`src/rtl/char_lcd_write_sequencer_core_macros.svh`:
```
// Assertion macros shared by the character-LCD write sequencer modules.
`ifndef CHAR_LCD_WRITE_SEQUENCER_CORE_MACROS_SVH
`define CHAR_LCD_WRITE_SEQUENCER_CORE_MACROS_SVH

// Consequent must hold in the same cycle as the antecedent.
`define CLWS_ASSERT_NOW(label, clk, rst, ante, cons, msg) \
  label: assert property (@(posedge clk) disable iff (rst) (ante) |-> (cons)) \
    else $error(msg);

// Consequent must hold in the cycle after the antecedent.
`define CLWS_ASSERT_NEXT(label, clk, rst, ante, cons, msg) \
  label: assert property (@(posedge clk) disable iff (rst) (ante) |=> (cons)) \
    else $error(msg);

`endif

```
`src/rtl/clws_pkg.sv`:
```
// Types and constants shared by the character-LCD write sequencer.
package clws_pkg;

  localparam logic [2:0] CMD_PUT_CHAR = 3'd0;
  localparam logic [2:0] CMD_CLEAR    = 3'd1;
  localparam logic [2:0] CMD_HOME     = 3'd2;
  localparam logic [2:0] CMD_SET_ADDR = 3'd3;
  localparam logic [2:0] CMD_INIT     = 3'd4;
  localparam logic [2:0] CMD_RESEND   = 3'd5;
  localparam logic [2:0] CMD_SHIFT    = 3'd6;

  localparam logic [2:0] REG_FAST_WAIT       = 3'd0;
  localparam logic [2:0] REG_SLOW_WAIT       = 3'd1;
  localparam logic [2:0] REG_STARTUP_WAIT    = 3'd2;
  localparam logic [2:0] REG_ENTRY_MODE      = 3'd3;
  localparam logic [2:0] REG_DISPLAY_CONTROL = 3'd4;
  localparam logic [2:0] REG_FUNCTION_SET    = 3'd5;

  localparam logic [15:0] FAST_WAIT_RESET       = 16'd160;
  localparam logic [15:0] SLOW_WAIT_RESET       = 16'd6560;
  localparam logic [19:0] STARTUP_WAIT_RESET    = 20'd120000;
  localparam logic [1:0]  ENTRY_MODE_RESET      = 2'd0;
  localparam logic [2:0]  DISPLAY_CONTROL_RESET = 3'd4;
  localparam logic [2:0]  FUNCTION_SET_RESET    = 3'd7;

  localparam logic [7:0] CHAR_CR        = 8'h0D;
  localparam logic [7:0] CHAR_LF        = 8'h0A;
  localparam logic [7:0] CHAR_BACKSPACE = 8'h08;
  localparam logic [7:0] CHAR_SPACE     = 8'h20;

  localparam logic [7:0] INSTR_CLEAR     = 8'h01;
  localparam logic [7:0] INSTR_HOME      = 8'h02;
  localparam logic [7:0] INSTR_ENTRY     = 8'h04;
  localparam logic [7:0] INSTR_DISPLAY   = 8'h08;
  localparam logic [7:0] INSTR_SHIFT     = 8'h10;
  localparam logic [7:0] INSTR_MOVE_LEFT = 8'h10;
  localparam logic [7:0] INSTR_FUNCTION  = 8'h20;

  typedef enum logic [2:0] {
    JOB_DATA,       // one data write
    JOB_INSTR,      // one instruction with the fast wait
    JOB_SLOW,       // one instruction with the slow wait
    JOB_BACKSPACE,  // move left, data space, move left
    JOB_INIT,       // settings after startup wait, then clear
    JOB_RESEND      // settings only
  } job_kind_t;

  typedef struct packed {
    job_kind_t  kind;
    logic [7:0] payload;
  } job_t;

  typedef struct packed {
    logic [15:0] fast_wait;
    logic [15:0] slow_wait;
    logic [19:0] startup_wait;
    logic [1:0]  entry_mode;
    logic [2:0]  display_control;
    logic [2:0]  function_set;
  } cfg_t;

endpackage

```
`src/rtl/clws_front.sv`:
```
// Front end: accepts requests, keeps the address shadow and classifies each into a job.
module clws_front import clws_pkg::*; (
  input  logic       clk,
  input  logic       rst,
  input  logic       in_valid,
  output logic       in_stall,
  input  logic [2:0] command,
  input  logic [7:0] character,
  input  logic [6:0] address,
  input  logic       shift_display,
  input  logic       move_right,
  input  logic       queue_full,
  output logic       push,
  output job_t       push_job
);

  logic [6:0] address_shadow;
  logic [6:0] address_shadow_next;
  logic       has_job;
  logic       accept;

  assign in_stall = queue_full;
  assign accept   = in_valid && !in_stall;
  assign push     = accept && has_job;

  always_comb begin
    address_shadow_next = address_shadow;
    has_job             = 1'b1;
    push_job.kind       = JOB_INSTR;
    push_job.payload    = INSTR_CLEAR;
    case (command)
      CMD_PUT_CHAR: begin
        if (character == CHAR_CR) begin
          address_shadow_next = {address_shadow[6:4], 4'b0000};
          push_job.payload    = {1'b1, address_shadow_next};
        end else if (character == CHAR_LF) begin
          address_shadow_next = {~address_shadow[6], address_shadow[5:0]};
          push_job.payload    = {1'b1, address_shadow_next};
        end else if (character == CHAR_BACKSPACE) begin
          push_job.kind = JOB_BACKSPACE;
        end else begin
          push_job.kind    = JOB_DATA;
          push_job.payload = character;
        end
      end
      CMD_CLEAR: begin
        address_shadow_next = '0;
        push_job.kind       = JOB_SLOW;
        push_job.payload    = INSTR_CLEAR;
      end
      CMD_HOME: begin
        address_shadow_next = '0;
        push_job.kind       = JOB_SLOW;
        push_job.payload    = INSTR_HOME;
      end
      CMD_SET_ADDR: begin
        address_shadow_next = address;
        push_job.payload    = {1'b1, address};
      end
      CMD_INIT: begin
        address_shadow_next = '0;
        push_job.kind       = JOB_INIT;
      end
      CMD_RESEND: begin
        push_job.kind = JOB_RESEND;
      end
      CMD_SHIFT: begin
        push_job.payload = INSTR_SHIFT | {4'b0000, shift_display, move_right, 2'b00};
      end
      default: begin
        // The unused command code is taken and dropped.
        has_job = 1'b0;
      end
    endcase
  end

  always_ff @(posedge clk) begin
    if (rst) begin
      address_shadow <= '0;
    end else if (accept) begin
      address_shadow <= address_shadow_next;
    end
  end

endmodule

```
`src/rtl/clws_queue.sv`:
```
// Small job queue between the front end and the write sequencer.
`include "char_lcd_write_sequencer_core_macros.svh"
module clws_queue import clws_pkg::*; #(
  parameter int Depth = 2
) (
  input  logic clk,
  input  logic rst,
  input  logic push,
  input  job_t push_job,
  input  logic pop,
  output job_t head_job,
  output logic full,
  output logic empty
);

  localparam int PtrW = (Depth > 1) ? $clog2(Depth) : 1;
  localparam int CntW = $clog2(Depth + 1);
  localparam logic [PtrW-1:0] LastPtr = PtrW'(Depth - 1);
  localparam logic [CntW-1:0] DepthCnt = CntW'(Depth);

  job_t            entries [Depth];
  logic [PtrW-1:0] wr_ptr;
  logic [PtrW-1:0] rd_ptr;
  logic [CntW-1:0] count;

  assign full     = (count == DepthCnt);
  assign empty    = (count == '0);
  assign head_job = entries[rd_ptr];

  always_ff @(posedge clk) begin
    if (push) begin
      entries[wr_ptr] <= push_job;
    end
  end

  always_ff @(posedge clk) begin
    if (rst) begin
      wr_ptr <= '0;
      rd_ptr <= '0;
      count  <= '0;
    end else begin
      if (push) begin
        wr_ptr <= (wr_ptr == LastPtr) ? '0 : wr_ptr + 1'b1;
      end
      if (pop) begin
        rd_ptr <= (rd_ptr == LastPtr) ? '0 : rd_ptr + 1'b1;
      end
      if (push && !pop) begin
        count <= count + 1'b1;
      end else if (pop && !push) begin
        count <= count - 1'b1;
      end
    end
  end

  `CLWS_ASSERT_NOW(a_no_push_full, clk, rst, push, !full, "job pushed into a full queue")
  `CLWS_ASSERT_NOW(a_no_pop_empty, clk, rst, pop, !empty, "job popped from an empty queue")
  `CLWS_ASSERT_NEXT(a_count_up, clk, rst, push && !pop, count == $past(count) + 1'b1, "queue count did not advance")

endmodule

```
`src/rtl/clws_back.sv`:
```
// Back end: expands each job into bus writes and holds the output register.
`include "char_lcd_write_sequencer_core_macros.svh"
module clws_back import clws_pkg::*; (
  input  logic        clk,
  input  logic        rst,
  input  cfg_t        cfg,
  input  logic        queue_empty,
  input  job_t        head_job,
  output logic        pop,
  output logic        out_valid,
  input  logic        out_stall,
  output logic        register_select,
  output logic [7:0]  bus_byte,
  output logic [19:0] wait_before,
  output logic [15:0] wait_after,
  output logic        last
);

  logic       cur_valid;
  job_t       cur_job;
  logic [1:0] step;
  logic       load;

  logic        wr_rs;
  logic [7:0]  wr_byte;
  logic [19:0] wr_before;
  logic [15:0] wr_after;
  logic        wr_last;

  assign load = cur_valid && (!out_valid || !out_stall);
  assign pop  = !queue_empty && (!cur_valid || (load && wr_last));

  always_comb begin
    wr_rs     = 1'b0;
    wr_byte   = cur_job.payload;
    wr_before = '0;
    wr_after  = cfg.fast_wait;
    wr_last   = 1'b1;
    case (cur_job.kind)
      JOB_DATA: begin
        wr_rs = 1'b1;
      end
      JOB_INSTR: begin
        wr_last = 1'b1;
      end
      JOB_SLOW: begin
        wr_after = cfg.slow_wait;
      end
      JOB_BACKSPACE: begin
        wr_last = (step == 2'd2);
        if (step == 2'd1) begin
          wr_rs   = 1'b1;
          wr_byte = CHAR_SPACE;
        end else begin
          wr_byte = INSTR_MOVE_LEFT;
        end
      end
      JOB_INIT, JOB_RESEND: begin
        wr_last = (cur_job.kind == JOB_INIT) ? (step == 2'd3) : (step == 2'd2);
        case (step)
          2'd0: begin
            wr_byte = INSTR_FUNCTION | {3'b000, cfg.function_set, 2'b00};
            if (cur_job.kind == JOB_INIT) begin
              wr_before = cfg.startup_wait;
            end
          end
          2'd1: wr_byte = INSTR_DISPLAY | {5'b00000, cfg.display_control};
          2'd2: wr_byte = INSTR_ENTRY | {6'b000000, cfg.entry_mode};
          default: begin
            wr_byte  = INSTR_CLEAR;
            wr_after = cfg.slow_wait;
          end
        endcase
      end
      default: begin
        wr_last = 1'b1;
      end
    endcase
  end

  always_ff @(posedge clk) begin
    if (rst) begin
      cur_valid <= 1'b0;
      step      <= '0;
      out_valid <= 1'b0;
    end else begin
      if (!out_valid || !out_stall) begin
        out_valid <= load;
      end
      if (pop) begin
        cur_valid <= 1'b1;
        step      <= '0;
      end else if (load) begin
        if (wr_last) begin
          cur_valid <= 1'b0;
        end else begin
          step <= step + 1'b1;
        end
      end
    end
  end

  always_ff @(posedge clk) begin
    if (pop) begin
      cur_job <= head_job;
    end
    if (load) begin
      register_select <= wr_rs;
      bus_byte        <= wr_byte;
      wait_before     <= wr_before;
      wait_after      <= wr_after;
      last            <= wr_last;
    end
  end

  `CLWS_ASSERT_NOW(a_step3_init, clk, rst, cur_valid && step == 2'd3, cur_job.kind == JOB_INIT, "fourth write outside an initialize job")
  `CLWS_ASSERT_NOW(a_multi_step, clk, rst, cur_valid && step != 2'd0, cur_job.kind == JOB_BACKSPACE || cur_job.kind == JOB_INIT || cur_job.kind == JOB_RESEND, "single-write job advanced past its write")
  `CLWS_ASSERT_NEXT(a_load_shows, clk, rst, load, out_valid, "loaded write not presented")

endmodule

```
`src/rtl/char_lcd_write_sequencer_core.sv`:
```
// Character-LCD write sequencer: each request item becomes up to four bus write items (register
// select, byte, wait before and after the strobe); carriage return, line feed and backspace become
// cursor control, clear/home/initialize use the slow wait. The front end takes an item
// whenever the job queue (QueueDepth entries) has room; the back end issues one write per cycle
// whenever the output register is free and a job is loaded, and goes from the last write of one
// item straight on to the next queued item. Configuration is read live when each write is formed.
module char_lcd_write_sequencer_core import clws_pkg::*; #(
  parameter int QueueDepth = 2
) (
  input  logic        clk,
  input  logic        rst,
  input  logic        write_enable,
  input  logic [2:0]  register_index,
  input  logic [19:0] write_data,
  input  logic        in_valid,
  output logic        in_stall,
  input  logic [2:0]  command,
  input  logic [7:0]  character,
  input  logic [6:0]  address,
  input  logic        shift_display,
  input  logic        move_right,
  output logic        out_valid,
  input  logic        out_stall,
  output logic        register_select,
  output logic [7:0]  bus_byte,
  output logic [19:0] wait_before,
  output logic [15:0] wait_after,
  output logic        last
);

  cfg_t cfg;
  logic push;
  job_t push_job;
  logic pop;
  job_t head_job;
  logic queue_full;
  logic queue_empty;

  always_ff @(posedge clk) begin
    if (rst) begin
      cfg.fast_wait       <= FAST_WAIT_RESET;
      cfg.slow_wait       <= SLOW_WAIT_RESET;
      cfg.startup_wait    <= STARTUP_WAIT_RESET;
      cfg.entry_mode      <= ENTRY_MODE_RESET;
      cfg.display_control <= DISPLAY_CONTROL_RESET;
      cfg.function_set    <= FUNCTION_SET_RESET;
    end else if (write_enable) begin
      case (register_index)
        REG_FAST_WAIT:       cfg.fast_wait       <= write_data[15:0];
        REG_SLOW_WAIT:       cfg.slow_wait       <= write_data[15:0];
        REG_STARTUP_WAIT:    cfg.startup_wait    <= write_data;
        REG_ENTRY_MODE:      cfg.entry_mode      <= write_data[1:0];
        REG_DISPLAY_CONTROL: cfg.display_control <= write_data[2:0];
        REG_FUNCTION_SET:    cfg.function_set    <= write_data[2:0];
        default: begin
        end
      endcase
    end
  end

  clws_front u_front (
    .clk           (clk),
    .rst           (rst),
    .in_valid      (in_valid),
    .in_stall      (in_stall),
    .command       (command),
    .character     (character),
    .address       (address),
    .shift_display (shift_display),
    .move_right    (move_right),
    .queue_full    (queue_full),
    .push          (push),
    .push_job      (push_job)
  );

  clws_queue #(
    .Depth (QueueDepth)
  ) u_queue (
    .clk      (clk),
    .rst      (rst),
    .push     (push),
    .push_job (push_job),
    .pop      (pop),
    .head_job (head_job),
    .full     (queue_full),
    .empty    (queue_empty)
  );

  clws_back u_back (
    .clk             (clk),
    .rst             (rst),
    .cfg             (cfg),
    .queue_empty     (queue_empty),
    .head_job        (head_job),
    .pop             (pop),
    .out_valid       (out_valid),
    .out_stall       (out_stall),
    .register_select (register_select),
    .bus_byte        (bus_byte),
    .wait_before     (wait_before),
    .wait_after      (wait_after),
    .last            (last)
  );

endmodule
```
`config.mk`:
```
export PLATFORM = sky130hd
export DESIGN_NAME = char_lcd_write_sequencer_core
export DESIGN_NICKNAME = d
export VERILOG_FILES = /design/src/rtl/clws_pkg.sv /design/src/rtl/clws_front.sv /design/src/rtl/clws_queue.sv /design/src/rtl/clws_back.sv /design/src/rtl/char_lcd_write_sequencer_core.sv
export VERILOG_INCLUDE_DIRS = /design/src /design/src/rtl
export SDC_FILE = /design/constraint.sdc
export NUM_CORES = 1
export LEC_CHECK = 0
export BUFFER_PORTS_ARGS = -buffer_cell sky130_fd_sc_hd__buf_2
export CORE_MARGIN = 2
export CORE_UTILIZATION = 51
export DETAILED_ROUTE_END_ITERATION = 8
export MAX_ROUTING_LAYER = met4
export PLACE_DENSITY = 0.82
export SETUP_SLACK_MARGIN = 0.1
export SLEW_MARGIN = 20
export SYNTH_ARGS = -nofsm -noshare
export SYNTH_HDL_FRONTEND = slang
export SYNTH_SLANG_ARGS = --single-unit
```
`constraint.sdc`:
```
create_clock -name clk -period 3.5 [get_ports clk]
set_clock_uncertainty 0.2 [all_clocks]
set_input_delay 0.7 -clock clk [delete_from_list [all_inputs] [get_ports clk]]
set_output_delay 0.7 -clock clk [all_outputs]
set_load 0.01 [all_outputs]
```
==> results_dict.tcl, run 1 <==
set metrics [dict create \
    run_status "finished, final reports clean" \
    vias_after_detailed_routing 4742 \
    row_count 40 \
    drt_pass1_iterations 5 \
    total_power_mw 5.439 \
    yosys-top-cells-area "edfxtp_1 37%, dfxtp_1 23%, nand2_1 7.2%" \
    timing_hold_violations_final 0 \
    vias_per_cell 5.482 \
    power_density_mw_per_mm2 713.4 \
    worstSetupPathType "reg -> reg" \
    max-clock-path-buffers 2 \
    yosysWarningCount 0 \
    cts_setup_buffers 0 \
    synthDominantCellAreaShare_pct 36.99 \
    period_share_pct 88.18 \
    hold-path-cell-count 2 \
    drcViolationCount 0 \
    die_width_microns 116.1 \
    synth.distinct_cells 52 \
    most-common-layout-cells "123 x nand2_1, 95 x buf_2, 79 x edfxtp_1" \
    synth.net_count 650 \
    start_util_pct 52.74 \
    layout.cells.most_common "nand2_1" \
    fin_setup_tns_ns 0 \
    drive_above_1_share_pct 24.53 \
    tritoncts "yes" \
    yosysTopAreaCell "edfxtp_1" \
    vdd.ir_drop.worst_mv 0.3573 \
    report.final.slew_viol_count 0 \
    floorplan.die_area_sq_mm 0.01349 \
    fmaxAchievable_mhz 324.0 \
    die_h_microns 116.1 \
    cts.root.buffer_cell "clkbuf_16" \
    dr_wl_met2_microns 6920 \
    wl_met1_microns 6029 \
    worstRegToRegCells 9 \
    cts.sinks 154 \
    number_of_global_route_vias_before_repair 4550 \
    synth_area_per_cell_sq_um 10.76 \
    holdCritPathClass "reg -> reg" \
    postSynth.asyncResetShare_pct 0 \
    htree_levels 4 \
    worst_setup_path_end_kind "register" \
    drt-total-wl_microns 14150 \
    final_period_minus_worst_setup_slack_ns 3.086 \
    grt_max_degree 49 \
    tightest_slew_ns 0.7986 \
    worstPathMaxFanout 14 \
    crit_chain "inv_1, ha_1, nand4bb_1, o211ai_1, a21oi_2, inv_1, ha_1, or3_1, a21oi_1" \
    pre_cts_worst_setup_slack_ns 0.1112 \
    final-setup-viol-count 0 \
    io_pins 96 \
    p_leak_nw 2.938 \
    clock_latency_ns 0.42 \
    cts-hold-fix-buffers 0 \
    finalWeightedCongestion 0.9071 \
    routed_wire_length_per_instance_microns 16.35 \
    antenna_found_initial 0 \
    grt_pass1_wl_microns 22290 \
    timing.critical_path.from_type "register" \
    grt_setup_unrepaired "false" \
    core_sq_mm 0.01216 \
    max_slew_margin_pct 46.60 \
    buffer_ports.inserted 95 \
    top_routing_layer_used "met4" \
    syn-instance-count 596 \
    area_growth_syn_to_layout_pct 18.86 \
    dr_wl_met3_microns 1008 \
    tritoncts.num_buffers 17 \
    cts_resized 1 \
    clk_pin_slew_worst_paths_ns 0.06 \
    globalRouteTotalUtil_pct 22.22 \
    route.antenna.remaining_nets 0 \
    final_net_count 738 \
    insertedDiodeCount 0 \
    ys_seq_area_share_pct 60.40 \
    cp.required_ns 3.63 \
    global_route.overflow_total 0 \
    synth.ff_latch_count 154 \
    synth-edff-count 79 \
    critical_path.slowest_cell "a21oi_2" \
    worst-endpoint-arrival_ns 3.22 \
    dp_hpwl_microns 9497 \
    timing.critical_path.slowest_cell_delay_ns 0.61 \
    max-cap-violations 0 \
    post_synth_top_flop "edfxtp_1" \
    synth_area_sq_mm 0.006414 \
    final_critical_path_setup_slack_ns 0.4136 \
    drt_first_iter_violations 257 \
]
[sequential cells by signal, indices dropped and copies added, names as in the netlist, 2 cells and up]
register / count
u_back.step: 2
u_back.wait_before: 20
u_back.cur_job: 11
u_front.address_shadow: 7
u_queue.entries: 22
u_queue.count: 2
u_back.bus_byte: 8
cfg: 60
u_back.wait_after: 16
[routing by layer]
metal,track usage [%],vias up
met2,35.56,193
li1,-,2271
met4,6.825,0
met1,27.74,2258
met5,-,-
met3,6.175,20
[area by class of cell]
type / count / area (sq um)
Clock inverter: 8 / 66.31
Clock buffer: 24 / 546.8
Timing Repair Buffer: 101 / 520.5
Inverter: 11 / 41.29
Fill cell: 926 / 4538
Multi-Input combinational cell: 399 / 2365
Tap cell: 168 / 210.2
Sequential cell: 154 / 3874
[critical path, delay by kind of cell (launching register included)]
kind	cells	cell delay [ns]
flops	1	0.38
compound gates	3	0.98
buf+inv	2	0.26
fa+ha+maj	2	0.60
simple gates	2	0.57
[cells in the mapped netlist, drive strengths merged (2+ instances only)]
master,number
xor2,2
o211ai,4
buf,8
ha,6
inv,11
o21ai,19
nand4,6
o22ai,2
xnor2,2
a21o,2
a21oi,62
nor2b,11
a31oi,3
or3,2
mux2i,5
o211a,2
dfxtp,75
nor2,25
and2,27
a311oi,2
nand2b,5
edfxtp,79
clkbuf,24
a22oi,2
a211oi,4
nor3,4
nand3b,16
nand3,10
nand2,123
a211o,5
and3,3
a22o,2
mux2,30
[stage by stage]
step,hold slack [ns],instance area [sq um],instances,util [%]
after global routing,0.2761,7624,865,62.69
after detailed placement,0.2459,7007,833,57.61
final,0.2512,7624,865,62.69
after global placement,0.2370,7007,833,57.61
after CTS,0.2548,7624,865,62.69
after floorplan,0.2290,6417,596,-
[cells by family after synthesis]
group	share of synthesized area [%]
buffers and inverters	2.965
flip-flops	60.40
adder cells (fa/ha/maj)	1.170
AO/OA/AOI/OAI	10.96
AND/OR/NAND/NOR	17.91
multiplexers	6.048
XOR/XNOR	0.5463
[final timing paths]
check        slack (ns)      startpoint               end
min                0.25         cfg[25]           cfg[25]
min reg2reg        0.25         cfg[25]           cfg[25]
max reg2reg        0.41  u_back.step[0]  u_queue.count[1]
max                0.41  u_back.step[0]  u_queue.count[1]
[power by group]
| group | internal [mW] | switching [mW] | total [mW] |
|---|---|---|---|
| sequential | 2.32 | 0.177 | 2.50 |
| combinational | 0.439 | 0.663 | 1.10 |
| clock | 1.11 | 0.733 | 1.84 |
(Power assumes the default switching activity.)
==> run 2, diff against run 1 <==
Settings changed: RECOVER_POWER from default to 50.
==> run 2 against run 1 <==
  * The flow now finishes with violations (capacitance limit, slew limit)
  * Setup slack lost 0.021 ns
  * Design area is 0.98% lower
  * Count of clock-buffer cells in the layout is the same
  * Global-route usage did not move
  * Critical path type unchanged
  * Largest cell class unchanged
==> results_dict.tcl, run 2 (synthesis gave the netlist of run 1 again) <==
set metrics [dict create \
    run_status "complete, but fails checks" \
    failed_checks "capacitance limit, slew limit" \
    global_route.overflow_total 0 \
    max-clock-path-buffers 2 \
    p_leak_nw 2.785 \
    max_slew_margin_pct -14.42 \
    final-setup-viol-count 0 \
    drt_pass1_iterations 5 \
    fin_setup_tns_ns 0 \
    clock_latency_ns 0.42 \
    grt_max_degree 49 \
    seq_power_share_pct 46.4 \
    rr_startpoint "u_back.step[0]" \
    non_filler_cell_area_final_sq_mm 0.007548 \
    area_growth_syn_to_layout_pct 17.69 \
    rr_endpoint "u_queue.count[1]" \
    final_period_minus_worst_setup_slack_ns 3.107 \
    route.antenna.remaining_nets 0 \
    worst_setup_path_startpoint "u_back.step[0]" \
    clk_pin_slew_worst_paths_ns 0.06 \
    io_pins 96 \
    number_of_global_route_vias_before_repair 4550 \
    period_share_pct 88.78 \
    power.combinational.fraction_pct 19.6 \
    grt_setup_unrepaired "false" \
    holdCritPathClass "reg -> reg" \
    placed_area_sq_mm 0.007007 \
    tritoncts.num_buffers 17 \
    timing_hold_violations_final 0 \
    vias_after_detailed_routing 4779 \
    fillCellCount 960 \
    grt_pass1_wl_microns 22290 \
    row_count 40 \
    start_util_pct 52.74 \
    numPlacedInstances 833 \
    timing.critical_path.from_type "register" \
    final_net_count 738 \
    power_density_mw_per_mm2 715.4 \
    final_critical_path_setup_slack_ns 0.3929 \
    dp_hpwl_microns 9497 \
    worstRegToRegCells 9 \
    die_h_microns 116.1 \
    worst-endpoint-arrival_ns 3.22 \
    cts.root.buffer_cell "clkbuf_16" \
    cts.sinks 154 \
    timing.critical_path.slowest_cell_delay_ns 0.62 \
    report.final.slew_viol_count 38 \
    crit_chain "inv_1, ha_1, nand4bb_1, o211ai_1, a21oi_2, inv_1, ha_1, or3_1, a21oi_1" \
    worstSetupPathType "reg -> reg" \
    globalRouteTotalUtil_pct 22.22 \
    tritoncts "yes" \
    multi_input_comb_area_sq_mm 0.002365 \
    buffer_ports.inserted 95 \
    insertedDiodeCount 0 \
    layout.cells.most_common "nand2_1" \
    pre_cts_worst_setup_slack_ns 0.1112 \
    most-common-layout-cells "123 x nand2_1, 79 x edfxtp_1, 75 x dfxtp_1" \
    core_sq_mm 0.01216 \
    drcViolationCount 0 \
    max_flop_register "cfg" \
    tightest_slew_ns 1.716 \
    final-seq-area_sq_mm 0.003874 \
    max-cap-violations 1 \
    drive_above_1_share_pct 16.93 \
    fmaxAchievable_mhz 321.8 \
    finalWeightedCongestion 0.9071 \
    drt_first_iter_violations 255 \
    die_width_microns 116.1 \
    htree_levels 4 \
    power.share.switching_pct 29.10 \
    vias_per_cell 5.525 \
    critical_path.slowest_cell "a21oi_2" \
    crit_end "u_queue.count[1]" \
    cp.required_ns 3.61 \
    reg2reg_setup_slack_ns 0.39 \
    vdd.ir_drop.worst_mv 0.3494 \
    internal_power_mw 3.829 \
    floorplan.die_area_sq_mm 0.01349 \
    worst_setup_path_end_kind "register" \
    drt-total-wl_microns 14090 \
    clock_power_share_pct 34.0 \
    antenna_found_initial 0 \
    power_switching_mw 1.571 \
    worstPathMaxFanout 14 \
    routed_wire_length_per_instance_microns 16.29 \
    largest_registers "cfg (60), u_queue.entries (22), u_back.wait_before (20)" \
    largest_register_ffs 60 \
    stdcell_count 865 \
]
run 2: cell count changes in the layout (fill, tap and decap cells not counted), sizes merged:
| cell | previous run | this run |
|---|---|---|
| buf | 101 | 48 |
| clkbuf | 24 | 77 |
run 2: routing by layer:
metal	global-route usage, %	share of wire (%)
met2	35.56	49
met4	6.825	1.5
met5	-	0
met3	6.175	7.6
met1	27.74	42
run 2: critical path, delay by kind of cell, from the launching register on:
family                   cells  cell delay, ns
AND/OR/NAND/NOR              2            0.57
adder cells (fa/ha/maj)      2            0.60
AO/OA/AOI/OAI                3            0.99
flip-flops                   1            0.38
buffers and inverters        2            0.26
run 2: area by class of cell:
class,count,share of cell area (%)
clock inverters,8,0.8785
flip-flops and latches,154,51.32
inverters,11,0.5470
well taps,168,2.785
clock buffers,24,7.243
multi-input cells,399,31.33
repair buffers,101,5.901
run 2: stage by stage:
stage / power [mW] / utilization [%] / hold WS, ns
2_1_floorplan: 3.221 / - / 0.2290
3_3_place_gp: 3.568 / 57.61 / 0.2370
3_5_place_dp: 3.608 / 57.61 / 0.2459
4_1_cts: 5.449 / 62.69 / 0.2548
5_1_grt: 5.634 / 62.07 / 0.2761
6_report: 5.400 / 62.07 / 0.2512
run 2: what timing repair did:
item                       4_1_cts  5_1_grt
hold buffers                     0        0
buffers inserted                 0        0
setup endpoints to repair        1        0
resized for setup                1        0
run 2: power groups by stage:
stage	Combinational, mW	Sequential, mW	Clock (mW)
after global placement	1.05	2.52	0
after global routing	1.16	2.54	1.93
after CTS	1.10	2.49	1.85
final	1.06	2.51	1.84
after detailed placement	1.08	2.53	0
after floorplan	0.682	2.54	0
run 2: worst min path at each step:
stage                     slack, ns     from  cells past startpoint  endpoint
final                          0.25  cfg[25]                      2   cfg[25]
after global routing           0.28  cfg[16]                      2   cfg[16]
after CTS                      0.25  cfg[25]                      2   cfg[25]
after detailed placement       0.25  cfg[25]                      2   cfg[25]
after global placement         0.24  cfg[10]                      2   cfg[10]
after floorplan                0.23  cfg[14]                      2   cfg[14]
==> run 3, diff against run 2 <==
Settings changed: CORE_UTILIZATION 51 to 53, CTS_BUF_LIST from default to sky130_fd_sc_hd__clkbuf_4 sky130_fd_sc_hd__clkbuf_8, PLACE_DENSITY 0.82 to 0.85, RECOVER_POWER 50 to 100.
==> run 3 against run 2 <==
  * The flow now finishes without violations
  * Critical path depth did not move
  * Critical endpoint unchanged
  * Via count decreased by 0.86%
  * Clock power shrank 33%
  * Core utilization fell by 1.4 points
  * Setup slack improved by 0.12 ns
  * Sequential share of layout area increased by 2.3 points
  * Combinational power down 4%
==> results_dict.tcl, run 3 (synthesis gave the netlist of run 1 again) <==
set metrics [dict create \
    run_status "finished, final reports clean" \
    reg2reg_setup_slack_ns 0.51 \
    antenna_found_initial 0 \
    tritoncts "yes" \
    drcViolationCount 0 \
    final_period_minus_worst_setup_slack_ns 2.986 \
    cp.required_ns 3.67 \
    number_of_global_route_vias_before_repair 4414 \
    timing_hold_violations_final 0 \
    timing.critical_path.from_type "register" \
    power_density_mw_per_mm2 657.0 \
    dp_hpwl_microns 9332 \
    routed_wire_length_per_instance_microns 16.01 \
    largest_registers "cfg (60), u_queue.entries (22), u_back.wait_before (20)" \
    global_route.overflow_total 0 \
    final_critical_path_setup_slack_ns 0.5138 \
    drt_pass1_iterations 5 \
    drt_first_iter_violations 359 \
    max_flop_register "cfg" \
    fmaxAchievable_mhz 334.9 \
    numPlacedInstances 811 \
    finalWeightedCongestion 0.8895 \
    cts_setup_buffers 0 \
    worst_setup_path_end_kind "register" \
    row_count 40 \
    period_share_pct 85.32 \
    grt_pass1_wl_microns 21120 \
    report.final.slew_viol_count 0 \
    cts.root.buffer_cell "clkbuf_8" \
    clock_latency_ns 0.46 \
    cts-hold-fix-buffers 0 \
    clk_pin_slew_worst_paths_ns 0.09 \
    most-common-layout-cells "123 x nand2_1, 79 x edfxtp_1, 75 x dfxtp_1" \
    globalRouteTotalUtil_pct 21.63 \
    htree_levels 4 \
    grt_setup_unrepaired "false" \
    largest_register_ffs 60 \
    drt-total-wl_microns 13500 \
    worstPathMaxFanout 14 \
    stdcell_count 843 \
    die_width_microns 114.0 \
    fillCellCount 976 \
    seq_power_share_pct 52.6 \
    drive_above_1_share_pct 15.80 \
    io_pins 96 \
    critical_path.slowest_cell "a21oi_2" \
    max-cap-violations 0 \
    vias_per_cell 5.620 \
    route.antenna.remaining_nets 0 \
    power_switching_mw 1.459 \
    worst-endpoint-arrival_ns 3.16 \
    start_util_pct 53.84 \
    p_leak_nw 2.639 \
    hold-path-cell-count 2 \
    grt_max_degree 36 \
    fin_setup_tns_ns 0 \
    power.combinational.fraction_pct 21.6 \
    vias_after_detailed_routing 4738 \
    pre_cts_worst_setup_slack_ns 0.1149 \
    finish.utilization_pct 60.67 \
    holdCritPathClass "reg -> reg" \
    clock_power_share_pct 25.9 \
    buffer_ports.inserted 95 \
    area_growth_syn_to_layout_pct 12.68 \
    timing.critical_path.slowest_cell_delay_ns 0.61 \
    floorplan.die_area_sq_mm 0.01300 \
    tritoncts.num_buffers 17 \
    worstRegToRegCells 9 \
    layout.cells.most_common "nand2_1" \
    die_h_microns 114.0 \
    worstSetupPathType "reg -> reg" \
    max-clock-path-buffers 2 \
    vdd.ir_drop.worst_mv 0.2355 \
    internal_power_mw 3.290 \
    power.share.switching_pct 30.72 \
    crit_chain "inv_1, ha_1, nand4bb_1, o211ai_1, a21oi_2, inv_1, ha_1, or3_1, a21oi_1" \
    cts.sinks 154 \
    insertedDiodeCount 0 \
    max_slew_margin_pct 2.805 \
    final-setup-viol-count 0 \
    final_net_count 737 \
    tightest_slew_ns 1.458 \
    core_sq_mm 0.01191 \
    cts_resized 0 \
]
==> run 3: per-layer routing <==
layer	track usage [%]	wire (microns)	vias up
met2	32.86	6409	155
met4	10.33	306	0
met1	27.66	6086	2291
met3	4.835	697	25
met5	-	0	-
li1	-	-	2267
==> run 3: critical path: cells and delay by family, from the launching register on <==
kind                     cells  cell delay, ns
AO/OA/AOI/OAI                3            0.91
adder cells (fa/ha/maj)      2            0.60
buffers and inverters        2            0.27
flip-flops                   1            0.39
AND/OR/NAND/NOR              2            0.55
==> run 3: power groups by stage <==
| stage | Combinational (mW) | Sequential [mW] | Clock [mW] |
|---|---|---|---|
| final | 1.02 | 2.50 | 1.23 |
| after global routing | 1.13 | 2.53 | 1.33 |
| after CTS | 1.09 | 2.49 | 1.24 |
| after detailed placement | 1.08 | 2.53 | 0 |
| after global placement | 1.06 | 2.51 | 0 |
| after floorplan | 0.682 | 2.54 | 0 |
==> run 3: cell type report <==
cell class                 instances  area, sq um  share of cell area [%]
sequential                       154         3874                   53.60
multi-input combinational        399         2335                   32.31
timing repair buffer             100        430.4                   5.956
clock buffer                      21        264.0                   3.653
tap                              147        183.9                   2.545
clock inverter                    11        98.84                   1.368
inverter                          11        41.29                  0.5713
==> run 3: worst paths after layout <==
kind                                    endpoint      startpoint
worst min-delay path                      cfg[8]          cfg[8]
worst max-delay path            u_queue.count[1]  u_back.step[0]
worst min register to register            cfg[8]          cfg[8]
worst max register to register  u_queue.count[1]  u_back.step[0]
==> run 3: through the flow <==
| stage | power (mW) | area [sq um] | hold WS, ns |
|---|---|---|---|
| floorplan | 3.221 | 6417 | 0.2290 |
| global placement | 3.570 | 6985 | 0.2368 |
| detailed placement | 3.610 | 6985 | 0.2432 |
| CTS | 4.818 | 7348 | 0.2404 |
| global route | 4.985 | 7227 | 0.2682 |
| finish | 4.748 | 7227 | 0.2555 |
